<file path="src/design/fsr_pkg.sv">
// Shared types and constants for the stream find-and-replace block.
// No dependencies; every other file of the block uses it through scoped names.
`timescale 1ns / 1ps

package fsr_pkg;

	// Bytes held by the pattern registers
	localparam int REG_BYTES = 16;
	// Width of a length field or a command byte count
	localparam int LEN_W = 5;
	// Width of the configuration register index
	localparam int IDX_W = 3;

	typedef logic [7:0] byte_t;

	// Configuration register map
	typedef enum logic [IDX_W-1:0] {
		REG_SEARCH_LOW     = 3'd0,
		REG_SEARCH_HIGH    = 3'd1,
		REG_SEARCH_LENGTH  = 3'd2,
		REG_REPLACE_LOW    = 3'd3,
		REG_REPLACE_HIGH   = 3'd4,
		REG_REPLACE_LENGTH = 3'd5
	} cfg_reg_t;

	// Pattern settings as seen by the front end, lengths already capped
	typedef struct packed {
		logic [REG_BYTES-1:0][7:0] search;
		logic [LEN_W-1:0]          slen;
		logic [REG_BYTES-1:0][7:0] repl;
		logic [LEN_W-1:0]          rlen;
	} fsr_cfg_t;

	// One emit command: cnt bytes from the bottom of the list, last marks end of text.
	// A command with cnt of zero always has last set and yields one empty result.
	typedef struct packed {
		logic [REG_BYTES-1:0][7:0] bytes;
		logic [LEN_W-1:0]          cnt;
		logic                      last;
	} cmd_t;

endpackage

</file>
<file path="src/design/fsr_front.sv">
// Front end: accepts text items, keeps the match window and issues emit commands.
// Depends on fsr_pkg.
`timescale 1ns / 1ps

module fsr_front #(
	parameter int WIN = 16
) (
	input  logic              clk,
	input  logic              arst_n,
	input  fsr_pkg::fsr_cfg_t cfg,
	input  logic              clr,
	input  logic              acc,
	input  logic [7:0]        in_byte,
	input  logic              byte_present,
	input  logic              text_end,
	output logic              cmd_push,
	output fsr_pkg::cmd_t     cmd
);

	localparam int CNT_W = $clog2(WIN + 1);
	localparam int LW    = fsr_pkg::LEN_W;

	logic [WIN-1:0][7:0] win_q;
	logic [CNT_W-1:0]    cnt_q;

	logic [WIN-1:0][7:0] win_ins;
	logic [WIN-1:0][7:0] win_d;
	logic [CNT_W-1:0]    cnt_d;
	logic [LW-1:0]       cnt_ext;
	logic [LW-1:0]       cnt_inc;
	logic                hit;
	logic                win_full;

	assign cnt_ext  = LW'(cnt_q);
	assign cnt_inc  = cnt_ext + LW'(1);
	assign win_full = (cnt_inc == cfg.slen);

	// Place the incoming byte at the fill position and compare against the pattern
	always_comb begin
		hit = 1'b1;
		for (int i = 0; i < WIN; i++) begin
			win_ins[i] = (LW'(i) == cnt_ext) ? in_byte : win_q[i];
			if ((LW'(i) < cfg.slen) && (win_ins[i] != cfg.search[i])) begin
				hit = 1'b0;
			end
		end
	end

	// Classify the item and build its command
	always_comb begin
		win_d     = win_q;
		cnt_d     = cnt_q;
		cmd.bytes = '0;
		cmd.cnt   = '0;
		cmd.last  = text_end;
		if (byte_present) begin
			if (cfg.slen == '0) begin
				// pass through
				cmd.bytes[0] = in_byte;
				cmd.cnt      = LW'(1);
			end else begin
				win_d = win_ins;
				cnt_d = CNT_W'(cnt_inc);
				if (win_full && hit) begin
					cmd.bytes = cfg.repl;
					cmd.cnt   = cfg.rlen;
					cnt_d     = '0;
				end else if (win_full) begin
					if (text_end) begin
						for (int i = 0; i < WIN; i++) begin
							cmd.bytes[i] = win_ins[i];
						end
						cmd.cnt = cfg.slen;
					end else begin
						cmd.bytes[0] = win_ins[0];
						cmd.cnt      = LW'(1);
					end
					// drop the oldest byte
					for (int i = 0; i < WIN - 1; i++) begin
						win_d[i] = win_ins[i+1];
					end
					cnt_d = CNT_W'(cfg.slen - LW'(1));
				end else if (text_end) begin
					for (int i = 0; i < WIN; i++) begin
						cmd.bytes[i] = win_ins[i];
					end
					cmd.cnt = cnt_inc;
				end
			end
		end else if (text_end) begin
			for (int i = 0; i < WIN; i++) begin
				cmd.bytes[i] = win_q[i];
			end
			cmd.cnt = cnt_ext;
		end
		if (text_end) begin
			cnt_d = '0;
		end
	end

	assign cmd_push = acc && (text_end || (cmd.cnt != '0));

	// Window fill count
	always_ff @(posedge clk or negedge arst_n) begin
		if (!arst_n) begin
			cnt_q <= '0;
		end else if (clr) begin
			cnt_q <= '0;
		end else if (acc) begin
			cnt_q <= cnt_d;
		end
	end

	// Window bytes, valid below the fill count
	always_ff @(posedge clk) begin
		if (acc) begin
			win_q <= win_d;
		end
	end

	a_cnt_below_len: assert property (@(posedge clk) disable iff (!arst_n)
		(cfg.slen != '0) |-> (cnt_ext < cfg.slen))
		else $error("window count reached search length");

	a_cmd_fits: assert property (@(posedge clk) disable iff (!arst_n)
		cmd_push |-> (cmd.cnt <= LW'(WIN)))
		else $error("command longer than window");

endmodule

</file>
<file path="src/design/fsr_cmd_queue.sv">
// Two-entry command queue between the front end and the emitter.
// Depends on fsr_pkg.
`timescale 1ns / 1ps

module fsr_cmd_queue (
	input  logic          clk,
	input  logic          arst_n,
	input  logic          wr,
	input  fsr_pkg::cmd_t wdata,
	output logic          full,
	input  logic          rd,
	output fsr_pkg::cmd_t rdata,
	output logic          not_empty
);

	localparam int DEPTH = 2;
	localparam int PTR_W = $clog2(DEPTH);
	localparam int CNT_W = $clog2(DEPTH + 1);

	fsr_pkg::cmd_t    mem_q [DEPTH];
	logic [PTR_W-1:0] wptr_q;
	logic [PTR_W-1:0] rptr_q;
	logic [CNT_W-1:0] count_q;

	assign full      = (count_q == CNT_W'(DEPTH));
	assign not_empty = (count_q != '0);
	assign rdata     = mem_q[rptr_q];

	// Advance pointers and occupancy
	always_ff @(posedge clk or negedge arst_n) begin
		if (!arst_n) begin
			wptr_q  <= '0;
			rptr_q  <= '0;
			count_q <= '0;
		end else begin
			if (wr) begin
				wptr_q <= wptr_q + PTR_W'(1);
			end
			if (rd) begin
				rptr_q <= rptr_q + PTR_W'(1);
			end
			if (wr && !rd) begin
				count_q <= count_q + CNT_W'(1);
			end else if (rd && !wr) begin
				count_q <= count_q - CNT_W'(1);
			end
		end
	end

	// Store commands
	always_ff @(posedge clk) begin
		if (wr) begin
			mem_q[wptr_q] <= wdata;
		end
	end

	a_no_overflow: assert property (@(posedge clk) disable iff (!arst_n)
		wr |-> (!full || rd))
		else $error("command queue overflow");

	a_no_underflow: assert property (@(posedge clk) disable iff (!arst_n)
		rd |-> not_empty)
		else $error("command queue underflow");

endmodule

</file>
<file path="src/design/fsr_back.sv">
// Emitter: expands queued commands into one result per cycle while pop is held.
// Depends on fsr_pkg.
`timescale 1ns / 1ps

module fsr_back (
	input  logic          clk,
	input  logic          arst_n,
	input  fsr_pkg::cmd_t q_data,
	input  logic          q_not_empty,
	output logic          q_rd,
	output logic          empty,
	input  logic          pop,
	output logic [7:0]    out_byte,
	output logic          out_valid,
	output logic          out_last
);

	localparam int LW = fsr_pkg::LEN_W;

	fsr_pkg::cmd_t cur_q;
	logic          cur_vld_q;
	logic          advance;
	logic          done;

	assign advance = pop && cur_vld_q;
	assign done    = advance && (cur_q.cnt <= LW'(1));
	assign q_rd    = (!cur_vld_q || done) && q_not_empty;

	assign empty     = !cur_vld_q;
	assign out_valid = (cur_q.cnt != '0);
	assign out_byte  = out_valid ? cur_q.bytes[0] : 8'd0;
	assign out_last  = cur_q.last && (cur_q.cnt <= LW'(1));

	// Occupancy of the output register
	always_ff @(posedge clk or negedge arst_n) begin
		if (!arst_n) begin
			cur_vld_q <= 1'b0;
		end else if (q_rd) begin
			cur_vld_q <= 1'b1;
		end else if (done) begin
			cur_vld_q <= 1'b0;
		end
	end

	// Load a new command or shift out the delivered byte
	always_ff @(posedge clk) begin
		if (q_rd) begin
			cur_q <= q_data;
		end else if (advance && !done) begin
			cur_q.bytes <= cur_q.bytes >> 8;
			cur_q.cnt   <= cur_q.cnt - LW'(1);
		end
	end

	a_empty_cmd_last: assert property (@(posedge clk) disable iff (!arst_n)
		(cur_vld_q && (cur_q.cnt == '0)) |-> cur_q.last)
		else $error("empty result without end mark");

	a_last_ends: assert property (@(posedge clk) disable iff (!arst_n)
		(advance && out_last && !q_not_empty) |=> empty)
		else $error("result shown after end of text");

endmodule

</file>
<file path="src/design/stream_find_replace_core.sv">
// Top level of the stream find-and-replace block: configuration registers,
// front end, command queue and emitter. Depends on fsr_pkg and the fsr_* modules.
`timescale 1ns / 1ps

// Text enters one byte per cycle through push/full, and each leftmost,
// non-overlapping occurrence of the search string is replaced on the way out.
// The front end classifies an item in the cycle it is accepted and hands at
// most one command to a two-entry queue; the emitter drains commands at one
// result per cycle while pop is held. A result is registered in the queue and
// in the emitter before it appears. An item that yields k results (k up to the
// replacement length, or the window length at end of text) holds the emitter
// for k results, so the sustained rate is one item per cycle while each item
// yields at most one result and pop is held; the input stalls through full
// once the queue holds two pending commands. Program the registers only while
// the block is idle; writing the search length drops any pending window bytes.
module stream_find_replace_core #(
	parameter int MAX_PATTERN_BYTES = 16
) (
	input  logic                            clk,
	input  logic                            arst_n,
	input  logic                            wr_en,
	input  logic [fsr_pkg::IDX_W-1:0]       wr_index,
	input  logic [63:0]                     wr_data,
	input  logic [7:0]                      in_byte,
	input  logic                            byte_present,
	input  logic                            text_end,
	input  logic                            push,
	output logic                            full,
	output logic [7:0]                      out_byte,
	output logic                            out_valid,
	output logic                            out_last,
	output logic                            empty,
	input  logic                            pop
);

	localparam int WIN = (MAX_PATTERN_BYTES < fsr_pkg::REG_BYTES) ?
		MAX_PATTERN_BYTES : fsr_pkg::REG_BYTES;
	localparam int LW  = fsr_pkg::LEN_W;

	logic [63:0]   search_low_q;
	logic [63:0]   search_high_q;
	logic [LW-1:0] search_len_q;
	logic [63:0]   repl_low_q;
	logic [63:0]   repl_high_q;
	logic [LW-1:0] repl_len_q;

	fsr_pkg::fsr_cfg_t cfg;
	fsr_pkg::cmd_t     cmd;
	fsr_pkg::cmd_t     q_data;
	logic              clr;
	logic              acc;
	logic              cmd_push;
	logic              q_rd;
	logic              q_not_empty;

	// Configuration registers
	always_ff @(posedge clk or negedge arst_n) begin
		if (!arst_n) begin
			search_low_q  <= '0;
			search_high_q <= '0;
			search_len_q  <= '0;
			repl_low_q    <= '0;
			repl_high_q   <= '0;
			repl_len_q    <= '0;
		end else if (wr_en) begin
			case (wr_index)
				fsr_pkg::REG_SEARCH_LOW:     search_low_q  <= wr_data;
				fsr_pkg::REG_SEARCH_HIGH:    search_high_q <= wr_data;
				fsr_pkg::REG_SEARCH_LENGTH:  search_len_q  <= wr_data[LW-1:0];
				fsr_pkg::REG_REPLACE_LOW:    repl_low_q    <= wr_data;
				fsr_pkg::REG_REPLACE_HIGH:   repl_high_q   <= wr_data;
				fsr_pkg::REG_REPLACE_LENGTH: repl_len_q    <= wr_data[LW-1:0];
				default: ;
			endcase
		end
	end

	// Cap lengths to the window size
	assign cfg.search = {search_high_q, search_low_q};
	assign cfg.repl   = {repl_high_q, repl_low_q};
	assign cfg.slen   = (search_len_q > LW'(WIN)) ? LW'(WIN) : search_len_q;
	assign cfg.rlen   = (repl_len_q > LW'(WIN)) ? LW'(WIN) : repl_len_q;

	assign clr = wr_en && (wr_index == fsr_pkg::REG_SEARCH_LENGTH);
	assign acc = push && !full;

	fsr_front #(
		.WIN (WIN)
	) u_front (
		.clk          (clk),
		.arst_n       (arst_n),
		.cfg          (cfg),
		.clr          (clr),
		.acc          (acc),
		.in_byte      (in_byte),
		.byte_present (byte_present),
		.text_end     (text_end),
		.cmd_push     (cmd_push),
		.cmd          (cmd)
	);

	fsr_cmd_queue u_queue (
		.clk       (clk),
		.arst_n    (arst_n),
		.wr        (cmd_push),
		.wdata     (cmd),
		.full      (full),
		.rd        (q_rd),
		.rdata     (q_data),
		.not_empty (q_not_empty)
	);

	fsr_back u_back (
		.clk         (clk),
		.arst_n      (arst_n),
		.q_data      (q_data),
		.q_not_empty (q_not_empty),
		.q_rd        (q_rd),
		.empty       (empty),
		.pop         (pop),
		.out_byte    (out_byte),
		.out_valid   (out_valid),
		.out_last    (out_last)
	);

endmodule

</file>
<file path="config.mk">
export PLATFORM = sky130hd
export DESIGN_NAME = stream_find_replace_core
export DESIGN_NICKNAME = d
export VERILOG_FILES = /design/src/design/fsr_pkg.sv /design/src/design/fsr_front.sv /design/src/design/fsr_cmd_queue.sv /design/src/design/fsr_back.sv /design/src/design/stream_find_replace_core.sv
export SDC_FILE = /design/constraint.sdc
export NUM_CORES = 1
export LEC_CHECK = 0
export ABC_AREA = 1
export BUFFER_PORTS_ARGS = -buffer_cell sky130_fd_sc_hd__buf_2
export CELL_PAD_IN_SITES_DETAIL_PLACEMENT = 0
export CELL_PAD_IN_SITES_GLOBAL_PLACEMENT = 1
export CORE_ASPECT_RATIO = 0.9
export CORE_MARGIN = 2
export CORE_UTILIZATION = 33
export CTS_CLUSTER_SIZE = 20
export DETAILED_ROUTE_END_ITERATION = 7
export PLACE_DENSITY_LB_ADDON = 0.2
export SETUP_SLACK_MARGIN = 0.5
export SLEW_MARGIN = 10
export SYNTH_ARGS = -nofsm -noshare
export SYNTH_HDL_FRONTEND = slang
export SYNTH_SLANG_ARGS = --single-unit
</file>
<file path="constraint.sdc">
create_clock -name clk -period 17.9 [get_ports clk]
set_input_delay 1.79 -clock clk [delete_from_list [all_inputs] [get_ports clk]]
set_output_delay 1.79 -clock clk [all_outputs]
set_load 0.01 [all_outputs]
</file>
==> results of run 1 <==
==> how the worst min path moves through the flow <==
stage	endpoint	slack (ps)
finish	repl_high_q[1]	480
global route	repl_low_q[31]	500
CTS	repl_low_q[19]	480
detailed placement	repl_low_q[19]	470
global placement	repl_low_q[31]	460
floorplan	u_queue.wptr_q	440
==> cell usage after synthesis <==
library cell	n	area, um^2
a21oi_1	62	310
a22o_1	4	35.0
a31oi_1	124	776
a32o_1	4	40.0
buf_1	1	3.75
buf_2	31	155
buf_4	3	22.5
clkbuf_1	198	743
clkbuf_2	1	5.00
clkinv_1	2	7.51
dfrtp_1	276	6910
edfxtp_1	530	15900
ha_1	11	138
inv_1	357	1340
inv_2	6	22.5
nand2_1	1297	4870
nand2_2	4	25.0
nand3_1	223	1120
nand3b_1	27	203
nor2_1	216	811
nor2_2	14	87.6
nor2_4	1	11.3
nor2_8	1	20.0
nor3_1	4	20.0
o211ai_1	19	143
o21a_1	1	7.51
o21ai_0	605	3030
o21ai_1	43	215
o21ai_2	1	8.76
o221ai_1	1	8.76
o22ai_1	123	769
o31ai_1	3	22.5
o32ai_1	2	17.5
o41ai_1	1	8.76
or2_2	3	18.8
xnor2_1	3	26.3
xor2_1	7	61.3
==> per-stage QoR <==
stage / hold slack [ps] / power (mW) / setup slack, ps
detailed placement: 468 / 4.84 / 10480
CTS: 483 / 6.78 / 11200
finish: 479 / 6.75 / 11130
global placement: 460 / 4.83 / 10580
floorplan: 442 / 4.04 / 7890
global route: 495 / 7.10 / 10710
==> worst max-delay path, stage by stage <==
cell     delay (ps)
buf_2           240
inv_1          1060
nand2_1         240
nand2_1         170
nand2_1          60
nand2_1          70
nand2_1          50
nor2_1          160
nand2_1         140
nand2_1          80
nand2_1          90
nor2_1          100
nand3_1         190
nor2_2          420
nand3_1         130
nand3_1         120
a21oi_1          80
nand3_1         120
nand3_1         170
inv_6           790
buf_4           720
==> cells by family (layout without fill, tap and decap cells) <==
group,Yosys count,in the layout,share of synthesized area [%]
AO/OA/AOI/OAI,993,993,14.2
XOR/XNOR,10,10,0.231
adder cells (fa/ha/maj),11,11,0.363
buffers and inverters,599,671,6.06
flip-flops,806,806,60.2
other,0,1,0
AND/OR/NAND/NOR,1790,1790,18.9
==> report_power, final <==
part	switching (mW)	internal, mW	total, mW	leakage, nW
Sequential	0.240	2.66	2.90	8.48
Clock	0.830	1.12	1.95	1.49
Combinational	1.41	0.482	1.90	7.90
==> per-layer routing <==
metal	share of wire, %	global-route usage, %	wire (um)	vias up
met1	47	36.2	66800	15000
met3	7.5	4.03	10700	167
li1	-	-	-	14300
met4	2.3	5.49	3340	2
met5	0.0091	0	13	-
met2	43	35.6	61700	1079
==> flip-flops by register name, summed over array words and instances (netlist names) <==
signal	count
u_queue.mem_q	268
u_back.cur_q	134
u_front.win_q	128
repl_high_q	64
repl_low_q	64
search_high_q	64
search_low_q	64
repl_len_q	5
search_len_q	5
u_front.cnt_ext	5
u_queue.count_q	2
u_back.cur_vld_q	1
u_queue.rptr_q	1
u_queue.wptr_q	1
==> area by class of cell <==
cell class	instances	area (um^2)
timing repair buffer	137	831
clock inverter	44	566
multi-input combinational	2804	12900
tap	1487	1860
sequential	806	22800
inverter	365	1400
clock buffer	125	2490
fill	11600	70800
antenna	1	2.50
==> flow_summary.yaml, run 1 <==
sta:
  hold_viol: 0
  tns_ps: 0
  rsz0062_at_grt: "false"
  finalCritPeriodShare_pct: 37.8
  slew_violations: 0
  worst_pin_slew_ps: 1390
  fin_crit_ps: 6770
  maxSlewHeadroom_pct: 6.96
  finClkSkew_ps: 32.6
  max_freq_mhz: 148
  setup_violations: 0
global_routing:
  grt.overflow.total: 0
  antenna_found_initial: 8
  grt_pass1_wl_um: 205000
  groute.usage.overall_pct: 23.9
  grt_pass1_vias: 27800
  grt_max_degree: 149
cts:
  cts-root-buf: "clkbuf_16"
  clock_path_buffers: 3
  cts_made_buffers: 91
  path_clk_slew_ps: 60
  hold_buffers: 0
  cts.sinks: 806
  post_cts_buffers: 0
  h-tree-depth: 3
  insertion_delay_ps: 700
  cts_tree: "built"
  cts_resized: 0
pwr:
  ir_drop_v: 0.0000757
  leakagePower_nw: 17.9
  power.density_nw_per_um2: 157
layout:
  final_core_util_pct: 37.7
  areaGrowthSynthToFinish_pct: 13.0
  finalNonFillerCells: 5769
  layout_commonest_cell: "nand2_1"
  drive_above_1_share_pct: 7.26
  fin_area_um2: 42800
  final_cell_mix: "nand2_1, o21ai_0, edfxtp_1"
  nets: 4298
placement:
  dp_hpwl_um: 93900
  dp.cells: 5599
  place_area_um2: 39800
  numPortBuffers: 93
  gp_congestion: 0.863
worst_setup_path:
  startpoint_type: "primary input"
  cp-startpoint: "in_byte[2]"
  rr_startpoint: "u_front.cnt_ext[2]"
  reg2reg_to: "u_queue.mem_q[0][31]"
  worstRegToRegCells: 22
  arrival_ps: 7090
  critPathCapture: "u_queue.mem_q[0][31]"
  cp-end-kind: "flop"
  critPathMaxFanout: 85
  critical_path_class: "primary input to flop"
  rrSetupSlack_ps: 11200
  cp.required_ps: 18220
synth:
  synthesis.nets: 4302
  synthCells: 4209
  syn_area_um2: 37900
  postSynthAreaPerCell_um2: 9.01
  yosys_register_bits: 806
  seq_area_frac_synth_pct: 60.2
  synth_cell_type_count: 37
  ys_warn_count: 0
drt:
  drc_errors: 0
  drt_first_pass_iters: 7
  ant_nets: 0
  wl_um: 142000
  vias: 30500
  drt_iter0_drc: 3664
  wl_per_cell_um: 24.7
  routed_via_density: 5.29
floorplanning:
  rows: 117
  io_pins: 94
  chipHeight_um: 326
  start_util_pct: 33.4
  coreArea_um2: 114000
  die_w_um: 361
  die_area_um2: 118000
status:
  status: "complete, no violations"
hold_path:
  worstHoldStart: "repl_high_q[1]"
  hp-class: "flop to flop"
  holdPathStages: 2
run:
  maxCapViolations: 0
Note: power is estimated with default switching activity, not from simulation.
==> inputs of run 2 (changes only) <==
- ABC_AREA: 1 -> 0
- clock period: 17.9 -> 6.15 ns (I/O delays scaled with it)
==> flow_summary.yaml, run 2 <==
sta:
  max_freq_mhz: 185
  finalCritPeriodShare_pct: 87.9
  maxSlewHeadroom_pct: 32.1
  hold_viol: 0
  finClkSkew_ps: 33.2
  fin_crit_ps: 5410
  hold_ws_ps: 234
  rsz0062_at_grt: "false"
  setup_violations: 0
  slew_violations: 0
  worst_pin_slew_ps: 1010
layout:
  nets: 3521
  fillerInstances: 11500
  finalNonFillerCells: 5092
  fin_area_um2: 45600
  largest_register: "u_queue.mem_q"
  drive_above_1_share_pct: 21.6
  largestRegisters: "u_queue.mem_q (268), u_back.cur_q (134), u_front.win_q (128)"
  final_core_util_pct: 38.2
  areaGrowthSynthToFinish_pct: 14.5
  largest_reg_flops: 268
  final_cell_mix: "edfxtp_1, nand2_1, dfrtp_1"
  layout_commonest_cell: "edfxtp_1"
drt:
  wl_um: 140000
  vias: 28000
  drc_errors: 0
  drt_iter0_drc: 2502
  routed_via_density: 5.50
  drt_first_pass_iters: 6
  ant_nets: 0
  wl_per_cell_um: 27.5
synth:
  synthesis.nets: 3471
  yosysMostFrequentCell: "edfxtp_1"
  ys_dominant_reg_cell: "edfxtp_1"
  synth-edff-count: 530
  postSynthAreaPerCell_um2: 11.8
  syn_area_um2: 39800
  synth_common_cells: "edfxtp_1, nand2_1, dfrtp_1, o21ai_0, mux2i_1"
  seq_area_frac_synth_pct: 57.4
  ys_warn_count: 0
  synthArstFlopShare_pct: 34.2
  synth_cell_type_count: 90
  yosysTopAreaCellShare_pct: 40.0
  yosys_register_bits: 806
  yosys.area.top_type: "edfxtp_1"
  synthCells: 3378
  synth.area.top_cells: "edfxtp_1, dfrtp_1, mux2_2"
pwr:
  seq_power_share_pct: 45.3
  power.density_nw_per_um2: 404
  ir_drop_v: 0.000260
  p_clk_share_pct: 29.9
  leakagePower_nw: 17.1
  p_total_mw: 18.4
  p_comb_share_pct: 24.8
  swShare_pct: 32.2
  power.internal_mw: 12.5
  power.switching_mw: 5.93
floorplanning:
  rows: 120
  die_area_um2: 123000
  chipHeight_um: 333
  die_w_um: 370
  io_pins: 94
  start_util_pct: 33.3
  coreArea_um2: 119000
placement:
  dp_hpwl_um: 95200
  numPortBuffers: 93
  gp_congestion: 0.882
  place_area_um2: 42500
  dp.cells: 4920
cts:
  cts_made_buffers: 88
  cts.sinks: 806
  h-tree-depth: 3
  insertion_delay_ps: 690
  clock_path_buffers: 3
  path_clk_slew_ps: 60
  cts_tree: "built"
  cts-root-buf: "clkbuf_16"
worst_setup_path:
  critPathMaxFanout: 53
  slowest_stage: "dfrtp_1"
  critical_path_class: "flop to flop"
  critPathMaxStageDelay_ps: 980
  cp.required_ps: 6500
  cp-end-kind: "flop"
  path_cells: "inv_1, ha_4, mux2i_4, xor2_1, nand4_1, o21ai_1, o211ai_1, a2111oi_2, nand4_1, mux2i_2, a21oi_2, nor3_4, buf_12, buf_12"
  startpoint_type: "flop"
  arrival_ps: 5750
run:
  maxCapViolations: 0
hold_path:
  hp-class: "primary input to flop"
global_routing:
  antenna_found_initial: 9
  grt_pass1_wl_um: 201000
  grt.overflow.total: 0
  groute.usage.overall_pct: 22.4
  grt_pass1_vias: 27100
  grt_max_degree: 141
status:
  status: "complete, no violations"
[run 2: cell types whose count changed after synthesis, moves of 110 or more]
cell     change
a21oi_1    +120
inv_1      -261
mux2_2     +232
mux2i_1    +236
nand2_1    -886
nand3_1    -203
nor2_1     -135
o21ai_0    -341
o221a_2    +110
o22ai_1    -117
or3_1      +113
[run 2: what timing repair did]
| item | 4_1_cts | 5_1_grt |
|---|---|---|
| resized for setup | 0 | 0 |
| hold buffers | 1 | 0 |
| endpoints found under the setup margin | 0 | 181 |
| buffers inserted | 0 | 3 |
| hold endpoints to repair | 47 | 0 |
[run 2: logic make-up (layout without fill, tap and decap cells)]
group	count (synthesis)	count (layout)	synth area share [%]
mux	474	474	12.7
fa+ha+maj	11	11	0.346
flops	806	806	57.4
buf+inv	353	479	3.75
simple gates	852	852	10.3
compound gates	764	764	12.9
xor+xnor	118	118	2.60
other cells	0	2	0
[run 2: power groups by stage]
stage,Clock [mW],Combinational (mW),Sequential [mW]
6_report,5.51,4.56,8.33
5_1_grt,5.84,5.01,8.44
4_1_cts,5.64,4.60,8.32
3_5_place_dp,0,4.58,8.42
3_3_place_gp,0,4.56,8.41
2_1_floorplan,0,3.19,8.03
[run 2: critical path: cells and delay by family, from the launching register on]
family | cells | cell delay [ps]
AOI/OAI and AO/OA | 4 | 1180
xor gates and xnor gates | 1 | 230
adders and majority gates | 1 | 360
buffers and inverters | 3 | 810
DFF | 1 | 980
muxes | 2 | 600
and+or+nand+nor | 3 | 760
[run 2: metal layers]
metal  wire, um  vias up  GRT usage (%)  share of wire [%]
met3       7660      179           3.27                5.5
met5          0        -              0                  0
met4       3790        0           6.23                2.7
met2      64400      909           35.0                 46
li1           -    12700              -                  -
met1      64000    14200           32.3                 46
[run 2: final timing paths]
check / end / cells after the start / start / slack, ps
min in group asynchronous: repl_high_q[50] / 2 / arst_n / 400
hold / removal: search_low_q[52] / 3 / wr_data[52] / 230
hold reg to reg: repl_low_q[33] / 1 / repl_low_q[33] / 510
setup reg to reg: u_queue.mem_q[0][120] / 14 / u_front.cnt_ext[4] / 740
setup / recovery: u_queue.mem_q[0][120] / 14 / u_front.cnt_ext[4] / 740
max in group asynchronous: repl_low_q[26] / 3 / arst_n / 4460
[run 2: stage by stage]
step | TNS, ps | setup slack (ps)
global route | 0 | 527
finish | 0 | 744
floorplan | -104270 | -417
CTS | 0 | 810
global placement | 0 | 905
detailed placement | 0 | 838
[run 2: area by class of cell]
type	instances	area, um^2	share of cell area, %
inverters	98	370	0.813
diodes	2	5.00	0.0110
flip-flops and latches	806	22800	50.1
clock buffers	118	2420	5.31
repair buffers	215	1620	3.55
clock inverters	48	549	1.21
multi-input cells	2219	15800	34.7
well taps	1586	1980	4.36
